--- src/rtl/bsa_pkg.sv ---
`default_nettype none

package bsa_pkg;

	// Default geometry of the slot bitmap
	localparam int CAPACITY  = 1024;
	localparam int WORD_BITS = 64;

	// Field widths fixed by the item and register formats
	localparam int ACT_W        = 11;
	localparam int SLOT_FIELD_W = 10;
	localparam int STATUS_W     = 2;

	localparam logic [ACT_W-1:0] ACT_RESET = 11'd1024;

	// Request kinds
	localparam logic MODE_ALLOC = 1'b0;
	localparam logic MODE_FREE  = 1'b1;

	// Result status codes
	localparam logic [STATUS_W-1:0] STATUS_OK     = 2'd0;
	localparam logic [STATUS_W-1:0] STATUS_FULL   = 2'd1;
	localparam logic [STATUS_W-1:0] STATUS_BAD_ID = 2'd2;

	typedef enum logic [1:0] {
		ST_CLEAR,
		ST_IDLE,
		ST_SCAN,
		ST_PEND
	} state_t;

	// Controller to datapath
	typedef struct packed {
		logic clear;     // write zero to the current word, advance
		logic start;     // item accepted this cycle
		logic scan;      // read next word, advance the scan
		logic out_load;  // move pending result into the output register
	} cmd_t;

	// Datapath to controller
	typedef struct packed {
		logic clear_last;  // clearing pass is on the last word
		logic bad_free;    // incoming free names a slot out of range
		logic done;        // scan has its answer this cycle
	} sts_t;

endpackage

`default_nettype wire

--- src/rtl/bsa_if.sv ---
`default_nettype none

// Request channel
interface bsa_req_if;
	logic                              valid;
	logic                              ready;
	logic                              mode;
	logic [bsa_pkg::SLOT_FIELD_W-1:0]  release_slot;

	modport source (output valid, mode, release_slot, input ready);
	modport sink   (input valid, mode, release_slot, output ready);
endinterface

// Result channel
interface bsa_rsp_if;
	logic                              valid;
	logic                              ready;
	logic [bsa_pkg::SLOT_FIELD_W-1:0]  granted_slot;
	logic [bsa_pkg::STATUS_W-1:0]      status;

	modport source (output valid, granted_slot, status, input ready);
	modport sink   (input valid, granted_slot, status, output ready);
endinterface

// Register write channel
interface bsa_cfg_if;
	logic                        valid;
	logic                        ready;
	logic [bsa_pkg::ACT_W-1:0]   active_slots;

	modport source (output valid, active_slots, input ready);
	modport sink   (input valid, active_slots, output ready);
endinterface

`default_nettype wire

--- src/rtl/bitmap_slot_allocator_top.sv ---
`default_nettype none

// Sequence: a free of an out-of-range slot skips the scan and goes to the result wait;
// an allocate or free reads the bitmap from word 0 until the word that settles it, one
// word read per cycle from the store, then waits until the output register can take it.
// Throughput: one item at a time; the next item is taken once the result is in the output register.
// Reset: after arst_n the bitmap is cleared one word a cycle, all NUM_WORDS words (16),
// with req.ready low; register writes are taken throughout.
module bitmap_slot_allocator_top #(
	parameter int CAPACITY  = bsa_pkg::CAPACITY,
	parameter int WORD_BITS = bsa_pkg::WORD_BITS
) (
	input  wire logic  clk,
	input  wire logic  arst_n,
	bsa_req_if.sink    req,
	bsa_rsp_if.source  rsp,
	bsa_cfg_if.sink    cfg
);

	bsa_pkg::cmd_t cmd;
	bsa_pkg::sts_t sts;

	// Register channel never stalls
	assign cfg.ready = 1'b1;

	// Sequencer
	bsa_ctrl u_ctrl (
		.clk       (clk),
		.arst_n    (arst_n),
		.in_valid  (req.valid),
		.in_ready  (req.ready),
		.out_valid (rsp.valid),
		.out_ready (rsp.ready),
		.cmd       (cmd),
		.sts       (sts)
	);

	// Bitmap store and scan datapath
	bsa_dp #(
		.CAPACITY  (CAPACITY),
		.WORD_BITS (WORD_BITS)
	) u_dp (
		.clk              (clk),
		.arst_n           (arst_n),
		.cmd              (cmd),
		.sts              (sts),
		.in_mode          (req.mode),
		.in_release_slot  (req.release_slot),
		.cfg_valid        (cfg.valid),
		.cfg_active_slots (cfg.active_slots),
		.granted_slot     (rsp.granted_slot),
		.status           (rsp.status)
	);

endmodule

`default_nettype wire

--- src/rtl/bsa_ctrl.sv ---
`default_nettype none

module bsa_ctrl (
	input  wire logic           clk,
	input  wire logic           arst_n,
	input  wire logic           in_valid,
	output logic                in_ready,
	output logic                out_valid,
	input  wire logic           out_ready,
	output bsa_pkg::cmd_t       cmd,
	input  wire bsa_pkg::sts_t  sts
);

	bsa_pkg::state_t state_q;
	bsa_pkg::state_t state_d;
	logic            out_valid_q;

	// State register and output valid flag
	always_ff @(posedge clk or negedge arst_n) begin
		if (!arst_n) begin
			state_q     <= bsa_pkg::ST_CLEAR;
			out_valid_q <= 1'b0;
		end else begin
			state_q <= state_d;
			if (cmd.out_load) begin
				out_valid_q <= 1'b1;
			end else if (out_ready) begin
				out_valid_q <= 1'b0;
			end
		end
	end

	// Next state and commands
	always_comb begin
		state_d      = state_q;
		cmd          = '0;
		in_ready     = 1'b0;
		case (state_q)
			bsa_pkg::ST_CLEAR: begin
				cmd.clear = 1'b1;
				if (sts.clear_last) begin
					state_d = bsa_pkg::ST_IDLE;
				end
			end
			bsa_pkg::ST_IDLE: begin
				in_ready  = 1'b1;
				cmd.start = in_valid;
				if (in_valid) begin
					state_d = sts.bad_free ? bsa_pkg::ST_PEND : bsa_pkg::ST_SCAN;
				end
			end
			bsa_pkg::ST_SCAN: begin
				cmd.scan = 1'b1;
				if (sts.done) begin
					state_d = bsa_pkg::ST_PEND;
				end
			end
			bsa_pkg::ST_PEND: begin
				// wait until the output register is free or draining
				if (!out_valid_q || out_ready) begin
					cmd.out_load = 1'b1;
					state_d      = bsa_pkg::ST_IDLE;
				end
			end
			default: begin
				state_d = bsa_pkg::ST_CLEAR;
			end
		endcase
	end

	assign out_valid = out_valid_q;

endmodule

`default_nettype wire

--- src/rtl/bsa_dp.sv ---
`default_nettype none

module bsa_dp #(
	parameter int CAPACITY  = bsa_pkg::CAPACITY,
	parameter int WORD_BITS = bsa_pkg::WORD_BITS
) (
	input  wire logic                              clk,
	input  wire logic                              arst_n,
	input  wire bsa_pkg::cmd_t                     cmd,
	output bsa_pkg::sts_t                          sts,
	input  wire logic                              in_mode,
	input  wire logic [bsa_pkg::SLOT_FIELD_W-1:0]  in_release_slot,
	input  wire logic                              cfg_valid,
	input  wire logic [bsa_pkg::ACT_W-1:0]         cfg_active_slots,
	output logic [bsa_pkg::SLOT_FIELD_W-1:0]       granted_slot,
	output logic [bsa_pkg::STATUS_W-1:0]           status
);

	localparam int NUM_WORDS = (CAPACITY + WORD_BITS - 1) / WORD_BITS;
	localparam int WIDX_W    = (NUM_WORDS > 1) ? $clog2(NUM_WORDS) : 1;
	localparam int LIM_W     = $clog2(CAPACITY + 1);
	localparam int BIT_W     = $clog2(WORD_BITS);
	localparam int ACT_CMP_W = (bsa_pkg::ACT_W > LIM_W) ? bsa_pkg::ACT_W : LIM_W;
	localparam int REL_CMP_W = (bsa_pkg::SLOT_FIELD_W > LIM_W) ? bsa_pkg::SLOT_FIELD_W : LIM_W;

	localparam logic [WIDX_W-1:0]    LAST_WORD = WIDX_W'(NUM_WORDS - 1);
	localparam logic [LIM_W-1:0]     WB_L      = LIM_W'(WORD_BITS);
	localparam logic [LIM_W-1:0]     CAP_L     = LIM_W'(CAPACITY);
	localparam logic [WORD_BITS-1:0] ONE_W     = WORD_BITS'(1);

	// Bitmap store, one bit per slot, set when in use
	logic [WORD_BITS-1:0] mem [NUM_WORDS];

	logic [bsa_pkg::ACT_W-1:0]        active_q;
	logic                             mode_q;
	logic [LIM_W-1:0]                 lim_q;
	logic [WIDX_W-1:0]                widx_q;
	logic [LIM_W-1:0]                 rem_q;
	logic [LIM_W-1:0]                 off_q;
	logic                             vld_s1;
	logic [WIDX_W-1:0]                idx_s1;
	logic [LIM_W-1:0]                 rem_s1;
	logic [LIM_W-1:0]                 off_s1;
	logic [WORD_BITS-1:0]             rd_s1;
	logic [bsa_pkg::SLOT_FIELD_W-1:0] res_granted_q;
	logic [bsa_pkg::STATUS_W-1:0]     res_status_q;
	logic [bsa_pkg::SLOT_FIELD_W-1:0] out_granted_q;
	logic [bsa_pkg::STATUS_W-1:0]     out_status_q;

	logic [LIM_W-1:0]     lim_now;
	logic                 alloc_s1;
	logic [WORD_BITS-1:0] range_mask;
	logic [WORD_BITS-1:0] free_bits;
	logic                 found;
	logic [BIT_W-1:0]     first_bit;
	logic                 last_word;
	logic                 in_word;
	logic [BIT_W-1:0]     free_bit;
	logic [LIM_W-1:0]     grant;
	logic                 we_scan;
	logic                 we;
	logic [WIDX_W-1:0]    waddr;
	logic [WORD_BITS-1:0] wdata;

	// Active count saturated at the capacity
	always_comb begin
		if (ACT_CMP_W'(active_q) > ACT_CMP_W'(CAPACITY)) begin
			lim_now = CAP_L;
		end else begin
			lim_now = LIM_W'(active_q);
		end
	end

	assign sts.bad_free = (in_mode == bsa_pkg::MODE_FREE) &&
		(REL_CMP_W'(in_release_slot) >= REL_CMP_W'(lim_now));
	assign sts.clear_last = (widx_q == LAST_WORD);

	// Word check: lowest clear bit below the active count, or the free target
	always_comb begin
		alloc_s1 = (mode_q == bsa_pkg::MODE_ALLOC);
		for (int b = 0; b < WORD_BITS; b++) begin
			range_mask[b] = (LIM_W'(b) < rem_s1);
		end
		free_bits = ~rd_s1 & range_mask;
		found     = |free_bits;
		first_bit = '0;
		for (int b = WORD_BITS - 1; b >= 0; b--) begin
			if (free_bits[b]) begin
				first_bit = BIT_W'(b);
			end
		end
		last_word = (rem_s1 <= WB_L);
		in_word   = (off_s1 < WB_L);
		free_bit  = off_s1[BIT_W-1:0];
		// word base is the limit less the slots left from this word on
		grant     = lim_q - rem_s1 + LIM_W'(first_bit);
		we_scan   = vld_s1 && (alloc_s1 ? found : in_word);
	end

	assign sts.done = vld_s1 && (alloc_s1 ? (found || last_word) : in_word);

	// Write port: clearing pass or scan update
	always_comb begin
		we    = cmd.clear || we_scan;
		waddr = cmd.clear ? widx_q : idx_s1;
		if (cmd.clear) begin
			wdata = '0;
		end else if (alloc_s1) begin
			wdata = rd_s1 | (ONE_W << first_bit);
		end else begin
			wdata = rd_s1 & ~(ONE_W << free_bit);
		end
	end

	// Bitmap store, registered read
	always_ff @(posedge clk) begin
		if (we) begin
			mem[waddr] <= wdata;
		end
		rd_s1 <= mem[widx_q];
	end

	// Control registers
	always_ff @(posedge clk or negedge arst_n) begin
		if (!arst_n) begin
			active_q <= bsa_pkg::ACT_RESET;
			widx_q   <= '0;
			vld_s1   <= 1'b0;
		end else begin
			if (cfg_valid) begin
				active_q <= cfg_active_slots;
			end
			if (cmd.start) begin
				widx_q <= '0;
			end else if (cmd.clear) begin
				widx_q <= (widx_q == LAST_WORD) ? '0 : widx_q + 1'b1;
			end else if (cmd.scan && (widx_q != LAST_WORD)) begin
				widx_q <= widx_q + 1'b1;
			end
			vld_s1 <= cmd.scan && !sts.done;
		end
	end

	// Scan counters and result payload
	always_ff @(posedge clk) begin
		if (cmd.start) begin
			mode_q <= in_mode;
			lim_q  <= lim_now;
			rem_q  <= lim_now;
			off_q  <= LIM_W'(in_release_slot);
		end else if (cmd.scan) begin
			rem_q <= (rem_q > WB_L) ? rem_q - WB_L : '0;
			off_q <= (off_q >= WB_L) ? off_q - WB_L : '0;
		end
		idx_s1 <= widx_q;
		rem_s1 <= rem_q;
		off_s1 <= off_q;

		if (cmd.start && sts.bad_free) begin
			res_granted_q <= '0;
			res_status_q  <= bsa_pkg::STATUS_BAD_ID;
		end else if (sts.done) begin
			if (alloc_s1 && found) begin
				res_granted_q <= bsa_pkg::SLOT_FIELD_W'(grant);
				res_status_q  <= bsa_pkg::STATUS_OK;
			end else begin
				res_granted_q <= '0;
				res_status_q  <= alloc_s1 ? bsa_pkg::STATUS_FULL : bsa_pkg::STATUS_OK;
			end
		end

		if (cmd.out_load) begin
			out_granted_q <= res_granted_q;
			out_status_q  <= res_status_q;
		end
	end

	assign granted_slot = out_granted_q;
	assign status       = out_status_q;

endmodule

`default_nettype wire

--- src/flat_wrapper.sv ---
// flat-port wrapper written by rule: the top's interface ports become plain ports
module bitmap_slot_allocator_top_flat 
#(
	parameter int CAPACITY  = bsa_pkg::CAPACITY,
	parameter int WORD_BITS = bsa_pkg::WORD_BITS
)
  (clk, arst_n, req_valid, req_mode, req_release_slot, req_ready, rsp_valid, rsp_granted_slot, rsp_status, rsp_ready, cfg_valid, cfg_active_slots, cfg_ready);
  bsa_req_if req_i ();
  bsa_rsp_if rsp_i ();
  bsa_cfg_if cfg_i ();
  input  wire logic clk;
  input  wire logic arst_n;
  input wire logic [$bits(req_i.valid)-1:0] req_valid;
  input wire logic [$bits(req_i.mode)-1:0] req_mode;
  input wire logic [$bits(req_i.release_slot)-1:0] req_release_slot;
  output wire logic [$bits(req_i.ready)-1:0] req_ready;
  output wire logic [$bits(rsp_i.valid)-1:0] rsp_valid;
  output wire logic [$bits(rsp_i.granted_slot)-1:0] rsp_granted_slot;
  output wire logic [$bits(rsp_i.status)-1:0] rsp_status;
  input wire logic [$bits(rsp_i.ready)-1:0] rsp_ready;
  input wire logic [$bits(cfg_i.valid)-1:0] cfg_valid;
  input wire logic [$bits(cfg_i.active_slots)-1:0] cfg_active_slots;
  output wire logic [$bits(cfg_i.ready)-1:0] cfg_ready;
  assign req_i.valid = req_valid;
  assign req_i.mode = req_mode;
  assign req_i.release_slot = req_release_slot;
  assign req_ready = req_i.ready;
  assign rsp_valid = rsp_i.valid;
  assign rsp_granted_slot = rsp_i.granted_slot;
  assign rsp_status = rsp_i.status;
  assign rsp_i.ready = rsp_ready;
  assign cfg_i.valid = cfg_valid;
  assign cfg_i.active_slots = cfg_active_slots;
  assign cfg_ready = cfg_i.ready;
  bitmap_slot_allocator_top #(.CAPACITY(CAPACITY), .WORD_BITS(WORD_BITS)) u_core (.clk(clk), .arst_n(arst_n), .req(req_i), .rsp(rsp_i), .cfg(cfg_i));
endmodule
--- config.mk ---
export PLATFORM = sky130hd
export DESIGN_NAME = bitmap_slot_allocator_top_flat
export DESIGN_NICKNAME = d
export VERILOG_FILES = /design/src/rtl/bsa_pkg.sv /design/src/rtl/bsa_if.sv /design/src/rtl/bitmap_slot_allocator_top.sv /design/src/rtl/bsa_ctrl.sv /design/src/rtl/bsa_dp.sv /design/src/flat_wrapper.sv
export SDC_FILE = /design/constraint.sdc
export NUM_CORES = 1
export LEC_CHECK = 0
export BUFFER_PORTS_ARGS = -buffer_cell sky130_fd_sc_hd__buf_4
export CELL_PAD_IN_SITES_DETAIL_PLACEMENT = 1
export CELL_PAD_IN_SITES_GLOBAL_PLACEMENT = 2
export CORE_ASPECT_RATIO = 0.5
export CORE_UTILIZATION = 48
export CTS_CLUSTER_DIAMETER = 200
export DETAILED_ROUTE_END_ITERATION = 10
export GPL_TIMING_DRIVEN = 0
export PLACE_DENSITY_LB_ADDON = 0.1
export SLEW_MARGIN = 20
export SYNTH_ARGS = -nofsm -noshare
export SYNTH_HDL_FRONTEND = slang
export SYNTH_SLANG_ARGS = --single-unit
--- constraint.sdc ---
create_clock -name clk -period 6.8 [get_ports clk]
set_clock_uncertainty 0.2 [all_clocks]
set_input_delay 1.02 -clock clk [delete_from_list [all_inputs] [get_ports clk]]
set_output_delay 1.02 -clock clk [all_outputs]
set_load 0.02 [all_outputs]
Word level (Yosys, flattened, before mapping)

Memories as Yosys holds them, arrays and structs flattened. A register that Yosys moved wholly into a read port is not among the register bits.
Cells that the tools add are included.

RAM bits: 1024
Logic and storage cells: 227
Bits of input ports: 27
Memories kept: 1
Register bits: 102

Bitwise gates (word level): 6
Eq/ne operators: 9
Reductions and logical operators: 18
$lt $le $gt $ge: 70
Shift-type cells: 2
Add/sub/neg operators: 5
Mux-type cells: 99

Memories:

| name            | words | width | read ports | clocked after Yosys merged registers in | wr ports | line         | source |
|---|---|---|---|---|---|---|---|
| u_core.u_dp.mem | 16    | 64    | 1          | 1                                       | 1        | bsa_dp.sv:32 | `logic [WORD_BITS-1:0] mem [NUM_WORDS];` |

Operators by type and width:

| cell                                                                | count |
|---|---|
| 2-to-1 mux 6 bit                                                    | 64 |
| less-than comparator 6 x 11 -> 1 bit (first input constant)         | 32 |
| less-than comparator 5 x 11 -> 1 bit (first input constant)         | 16 |
| bitwise AND 64 bit                                                  | 2 |
| 2-to-1 mux 64 bit                                                   | 2 |
| NOT 64 bit                                                          | 2 |
| left shift 1 x 6 -> 64 bit (first input constant)                   | 2 |
| less-than comparator 4 x 11 -> 1 bit (first input constant)         | 8 |
| bitwise OR 64 bit                                                   | 1 |
| OR reduction 64 bit                                                 | 1 |
| 2-to-1 mux 11 bit                                                   | 5 |
| less-than comparator 3 x 11 -> 1 bit (first input constant)         | 4 |
| 2-to-1 mux 10 bit                                                   | 3 |
| less-than comparator 1 x 11 -> 1 bit (first input constant)         | 2 |
| less-than comparator 2 x 11 -> 1 bit (first input constant)         | 2 |
| subtractor 11 x 7 -> 11 bit (second input constant)                 | 2 |
| 2-to-1 mux 4 bit                                                    | 5 |
| 2-to-1 mux 1 bit                                                    | 15 |
| greater-or-equal comparator 10 x 11 -> 1 bit                        | 1 |
| greater-or-equal comparator 11 x 7 -> 1 bit (second input constant) | 1 |
| greater-than comparator 11 bit (second input constant)              | 1 |
| greater-than comparator 11 x 7 -> 1 bit (second input constant)     | 1 |
| less-or-equal comparator 11 x 7 -> 1 bit (second input constant)    | 1 |
| less-than comparator 11 x 7 -> 1 bit (second input constant)        | 1 |
| 19 further kinds                                                    | 35 |

Longest topological paths before layout

Word-level depth: 70
Mapped depth: 25
Depth with buffers taken out: 22

Modules after synthesis

A second synthesis with hierarchy kept.

Cells, all modules: 2547
Area, all modules: 48172.5 µm²

Modules (own cells, without submodules):

| module                    | times used | cells an instance | area each (µm²) |
|---|---|---|---|
| bsa_dp                    | 1          | 2522              | 47912.2 |
| bsa_ctrl                  | 1          | 23                | 249.0 |
| bitmap_slot_allocator_top | 1          | 2                 | 11.3 |

Least setup slack after synthesis

Ideal clock, no wire load.

Path kind: register -> register
From: register u_core.u_dp.rem_s1[3]
To: memory u_core.u_dp.mem[5][0] (enable)
Clock period less this slack: 5829 ps
Setup slack: 971 ps
Setup time: 486 ps
Arrival: 5142 ps
Buffers on the path: 3
Cell stages (with the launch flop): 13
Cells stage by stage: dfxtp_1 -> buf_2 -> buf_2 -> clkbuf_1 -> o2111ai_1 -> a31oi_1 -> a2111oi_1 -> nand3b_1 -> nor3_2 -> nor3b_2 -> nor4b_1 -> a21oi_1 -> nor2_1

Longest elaborated chain between the ends: 8
Elaborated cells on any way between the ends: 71
Classes of those cells: 64 x order compare; 3 x mux; 1 x bitwise; 3 x reduce/logical

RTL lines:

| item                                                         | line          | source |
|---|---|---|
| start: declaration                                           | bsa_dp.sv:42  | `logic [LIM_W-1:0] rem_s1;` |
| start signal: assignment                                     | bsa_dp.sv:156 | `rem_s1 <= rem_q;` |
| less-than comparator 1 x 11 -> 1 bit (tied with other cells) | bsa_dp.sv:82  | `range_mask[b] = (LIM_W'(b) < rem_s1);` |
| bitwise AND 64 bit (*)                                       | bsa_dp.sv:84  | `free_bits = ~rd_s1 & range_mask;` |
| OR reduction 64 bit (*)                                      | bsa_dp.sv:85  | `found = \|free_bits;` |
| 2-to-1 mux 1 bit (*)                                         | bsa_dp.sv:97  | `we_scan = vld_s1 && (alloc_s1 ? found : in_word);` |
| logical AND 1 bit (*)                                        | bsa_dp.sv:97  |  |
| logical OR 1 bit (*)                                         | bsa_dp.sv:104 | `we = cmd.clear \|\| we_scan;` |
| 2-to-1 mux 1 bit (*)                                         | bsa_dp.sv:117 | `if (we) begin` |
| 2-to-1 mux 1 bit (implied by the code) (*)                   | bsa_dp.sv:118 | `mem[waddr] <= wdata;` |
| end: declaration                                             | bsa_dp.sv:32  |  |

Mark *: on every way between the ends. The rest lies on a longest branch, timed or not.

Final worst setup path

From: register u_core.u_dp.rem_s1[5]
To: memory u_core.u_dp.mem[8][58] (data pin)

Longest elaborated chain between the ends: 70
Elaborated cells on any way between the ends: 133
Classes of those cells: 64 x order compare; 1 x shift; 66 x mux; 2 x bitwise

RTL lines:

| item                                 | line          | source |
|---|---|---|
| less-than comparator 6 x 11 -> 1 bit | bsa_dp.sv:82  |  |
| bitwise AND 64 bit (*)               | bsa_dp.sv:84  |  |
| 2-to-1 mux 6 bit (63 in series)      | bsa_dp.sv:88  | `if (free_bits[b]) begin` |
| 2-to-1 mux 6 bit (*)                 | bsa_dp.sv:88  |  |
| left shift 1 x 6 -> 64 bit (*)       | bsa_dp.sv:109 | `wdata = rd_s1 \| (ONE_W << first_bit);` |
| bitwise OR 64 bit (*)                | bsa_dp.sv:109 |  |
| 2-to-1 mux 64 bit (*)                | bsa_dp.sv:108 | `end else if (alloc_s1) begin` |
| 2-to-1 mux 64 bit (*)                | bsa_dp.sv:106 | `if (cmd.clear) begin` |
| named net u_core.u_dp.wdata[58]      | bsa_dp.sv:63  | `logic [WORD_BITS-1:0] wdata;` |

Mark *: on every way through the listed nets, which the timed path passes. The rest lies on a longest branch.

==> impl_metrics.ini <==
[sta]
finalHoldViolations = 0
worstMarginPinSlew_ps = 1207
max_freq_mhz = 149.1
min_period_ps = 6708
setup_viol = 0
slew-limit-headroom_pct = 19.56
min_period_over_period_pct = 98.65
worst_hold_slack_ps = 169.7
rsz0062_at_grt = false
slew_viol_final = 0

[die]
die_h_microns = 227.5
pin_count = 42
die_x_microns = 452.9
die-area_sq_mm = 0.1030
core_area_sq_mm = 0.1004
row_count = 82
start_util_pct = 48.59

[critical_path]
cpPeakStageDelay_ps = 1080
cp-start-kind = flip-flop
arrival_ps = 6880
timing.rr.start = u_core.u_dp.rem_s1[5]$_DFF_P_
r2r_slack_ps = 90
crit_chain = buf_2, buf_1, nor4_4, a32oi_1, nor4_1, nand4_1, nor3_2, nand4_1, clkbuf_1, o31ai_2
critPathCaptureType = flip-flop
cp_top_family = simple AND/OR/NAND/NOR gates
critPathKind = reg2reg
crit_path_max_fanout = 16
rr_worst_depth = 10
cpMostUsedCell = nand4_1
critPathRequiredTime_ps = 6970
crit_slowest_cell = o31ai_2
crit_buf_inv = 3
startpoint = u_core.u_dp.rem_s1[5]$_DFF_P_
r2r_end = u_core.u_dp.mem[8][58]$_DFFE_PP_

[clock_tree]
cts_made_buffers = 103
htree_levels = 3
cts_setup_buffers = 0
clock_latency_ps = 740
cts_root_buf = clkbuf_16
cts_tree = done
numClockSinks = 1190
path_clk_slew_ps = 80
cts_buffer_depth = 3

[routing]
routedWlPerCell_microns = 34.44
drt_iter0_markers = 3744
dr.pass1.iters = 6
drtAntennaViolNets = 0
postRouteWirelength_microns = 161600
avgViaCountPerCell = 6.420
drc_errors = 0
vias = 30130

[power]
p_leak_nw = 18.59
power_per_cell_area_mw_per_mm2 = 464.1
ir_worst_vdd_mv = 0.2235
power.total_mw = 26.24

[synthesis]
synthCells = 3016
yosys_warnings = 0
synth_top_family_by_area = multiplexers
synthAdderAreaFrac_pct = 1.067
ys_ff_latch = 1190
synth_compound_area_share_pct = 9.240
synthMuxAreaShare_pct = 11.66
synth_area_sq_mm = 0.04880
synth-seq-area-share_pct = 70.91
synth.distinct_cells = 100
synth-simple-area-share_pct = 4.786
ys.flop_type = edfxtp_1
synth_edf_count = 1068
synth_xor_area_share_pct = 0.2512
syn_area_per_cell_sq_um = 16.18
synth_fp_nets = 3081
async_flop_share_pct = 1.597

[global_route]
antenna_found_initial = 10
grt.total_usage_pct = 31.55
grt_max_degree = 23
grt_pass1_vias = 30510
grt_first_pass_wirelength_microns = 226700
grt-ovfl-total = 0

[worst_hold_path]
hold-path-cell-count = 0
hold_start = u_core.u_dp.rem_q[1]$_DFFE_PP_
min_path_type = reg2reg
min_to = u_core.u_dp.rem_s1[1]$_DFF_P_

[run]
maxCapViolations = 0

[place]
place.gp.congestion = 0.9208
numPortBuffers = 40
dp.final_hpwl_microns = 114700

[final_layout]
nFillCells = 9150
layout-drive-gt1-share_pct = 19.87
multi_input_area_sq_mm = 0.01382
nets = 3323
syn_to_final_growth_pct = 15.85
seqCellArea_sq_mm = 0.03461

[outcome]
status = completed
## power breakdown
group / switching [mW] / internal, mW
sequential: 0.998 / 10.2
clock: 2.74 / 3.22
combinational: 6.09 / 3.02
## kinds of logic (layout without fill, tap and decap cells)
group | after synthesis | after routing
flops | 1190 | 1190
compound gates | 661 | 661
simple gates | 468 | 468
mux | 399 | 399
buf+inv | 245 | 575
fa+ha+maj | 38 | 38
xor+xnor | 14 | 14
other cells | 1 | 4
## worst max-delay path by stage
stage | endpoint | depth (start not counted)
2_1_floorplan | u_core.u_dp.mem[5][0]$_DFFE_PP_ | 12
3_3_place_gp | u_core.u_dp.mem[3][33]$_DFFE_PP_ | 7
3_5_place_dp | u_core.u_dp.mem[11][55]$_DFFE_PP_ | 10
4_1_cts | u_core.u_dp.mem[0][55]$_DFFE_PP_ | 10
5_1_grt | u_core.u_dp.mem[0][32]$_DFFE_PP_ | 15
6_report | u_core.u_dp.mem[8][58]$_DFFE_PP_ | 10
## stage by stage
step	area, sq um	utilization [%]	std cells	setup WS, ps	setup TNS, ps
floorplan	48800	-	3016	971.3	0
global placement	50790	50.56	4400	-4756	-4170530
CTS	56460	56.21	4690	294.6	0
finish	56540	56.29	4693	91.70	0
global route	56530	56.28	4690	20.40	0
detailed placement	53110	52.88	4496	297.8	0
## synthesized netlist by cell type (28+ instances only)
library cell / n / area [sq um]
edfxtp_1: 1068 / 32070
inv_1: 64 / 240.2
a21oi_1: 114 / 570.6
clkbuf_1: 110 / 412.9
nor3_1: 28 / 140.1
o31ai_1: 65 / 488.0
dfxtp_1: 103 / 2062
nand3_1: 60 / 300.3
mux2_2: 75 / 844.6
nand2b_1: 30 / 187.7
mux2i_1: 195 / 1952
buf_1: 42 / 157.7
nand2_1: 159 / 596.8
mux4_2: 128 / 2883
o211ai_1: 31 / 232.7
ha_1: 32 / 400.4
a221oi_1: 66 / 578.1
nor2_1: 85 / 319.1
a22oi_1: 70 / 525.5
o21ai_0: 171 / 855.8
## worst register-to-register path: cells and delay by family, from the launching register on
family                 cells  cell delay, ps
AO/OA/AOI/OAI              2            1330
buffers and inverters      3            1140
flip-flops                 1             350
AND/OR/NAND/NOR            5            3370
## layer usage
metal	track usage, %	wire length, microns
met3	8.617	16180
met2	46.69	69720
met5	0	0
met1	46.84	72670
met4	6.244	3040
## cells in the final DEF (no fill, tap or decap), types with 12 or more instances in the layout
cell type  instances
nor2b_1           14
nand2b_1          30
clkbuf_2          20
clkbuf_1         132
and3_1            13
a221oi_1          66
nor3_1            28
edfxtp_1        1068
a22oi_1           70
buf_4             78
a21oi_1          112
buf_2             22
nand3_1           60
o211ai_1          31
dfrtp_1           18
buf_16            30
mux4_2           128
mux2i_1          195
clkinv_2          13
buf_12            32
a31oi_1           15
inv_1             64
clkbuf_16        105
o31ai_4           23
nand2_1          159
buf_1             27
nor2_4            18
nor2_1            69
o21ai_0          171
ha_1              32
dfxtp_1          103
a211oi_1          12
mux2_2            75
o31ai_2           40
## what timing repair did
action | 4_1_cts | 5_1_grt
endpoints found under the hold margin | 18 | 0
endpoints found under the setup margin | 0 | 14
resized for setup | 0 | 4
hold buffers | 1 | 0
## final cells by class
| cell class | instances | share of cell area [%] |
|---|---|---|
| plain buffers | 179 | 1.414 |
| multi-input cells | 1581 | 24.44 |
| repair buffers | 137 | 3.607 |
| flip-flops and latches | 1190 | 61.21 |
| clock buffers | 151 | 5.147 |
| well taps | 1344 | 2.974 |
| diodes | 3 | 0.01328 |
| inverters | 66 | 0.4382 |
| clock inverters | 42 | 0.7568 |
## sequential cells by signal (all words and copies together), names as in the netlist, 10 cells and up
register / count
u_core.u_dp.rd_s1: 64
u_core.u_dp.res_granted_q: 10
u_core.u_dp.rem_s1: 11
u_core.u_dp.off_s1: 11
u_core.u_dp.off_q: 11
u_core.u_dp.rem_q: 11
u_core.u_dp.mem: 1024
u_core.u_dp.lim_q: 10
u_core.u_dp.active_q: 11
u_core.u_dp.granted_slot: 10
No activity file was read; power rests on OpenSTA's default activity.
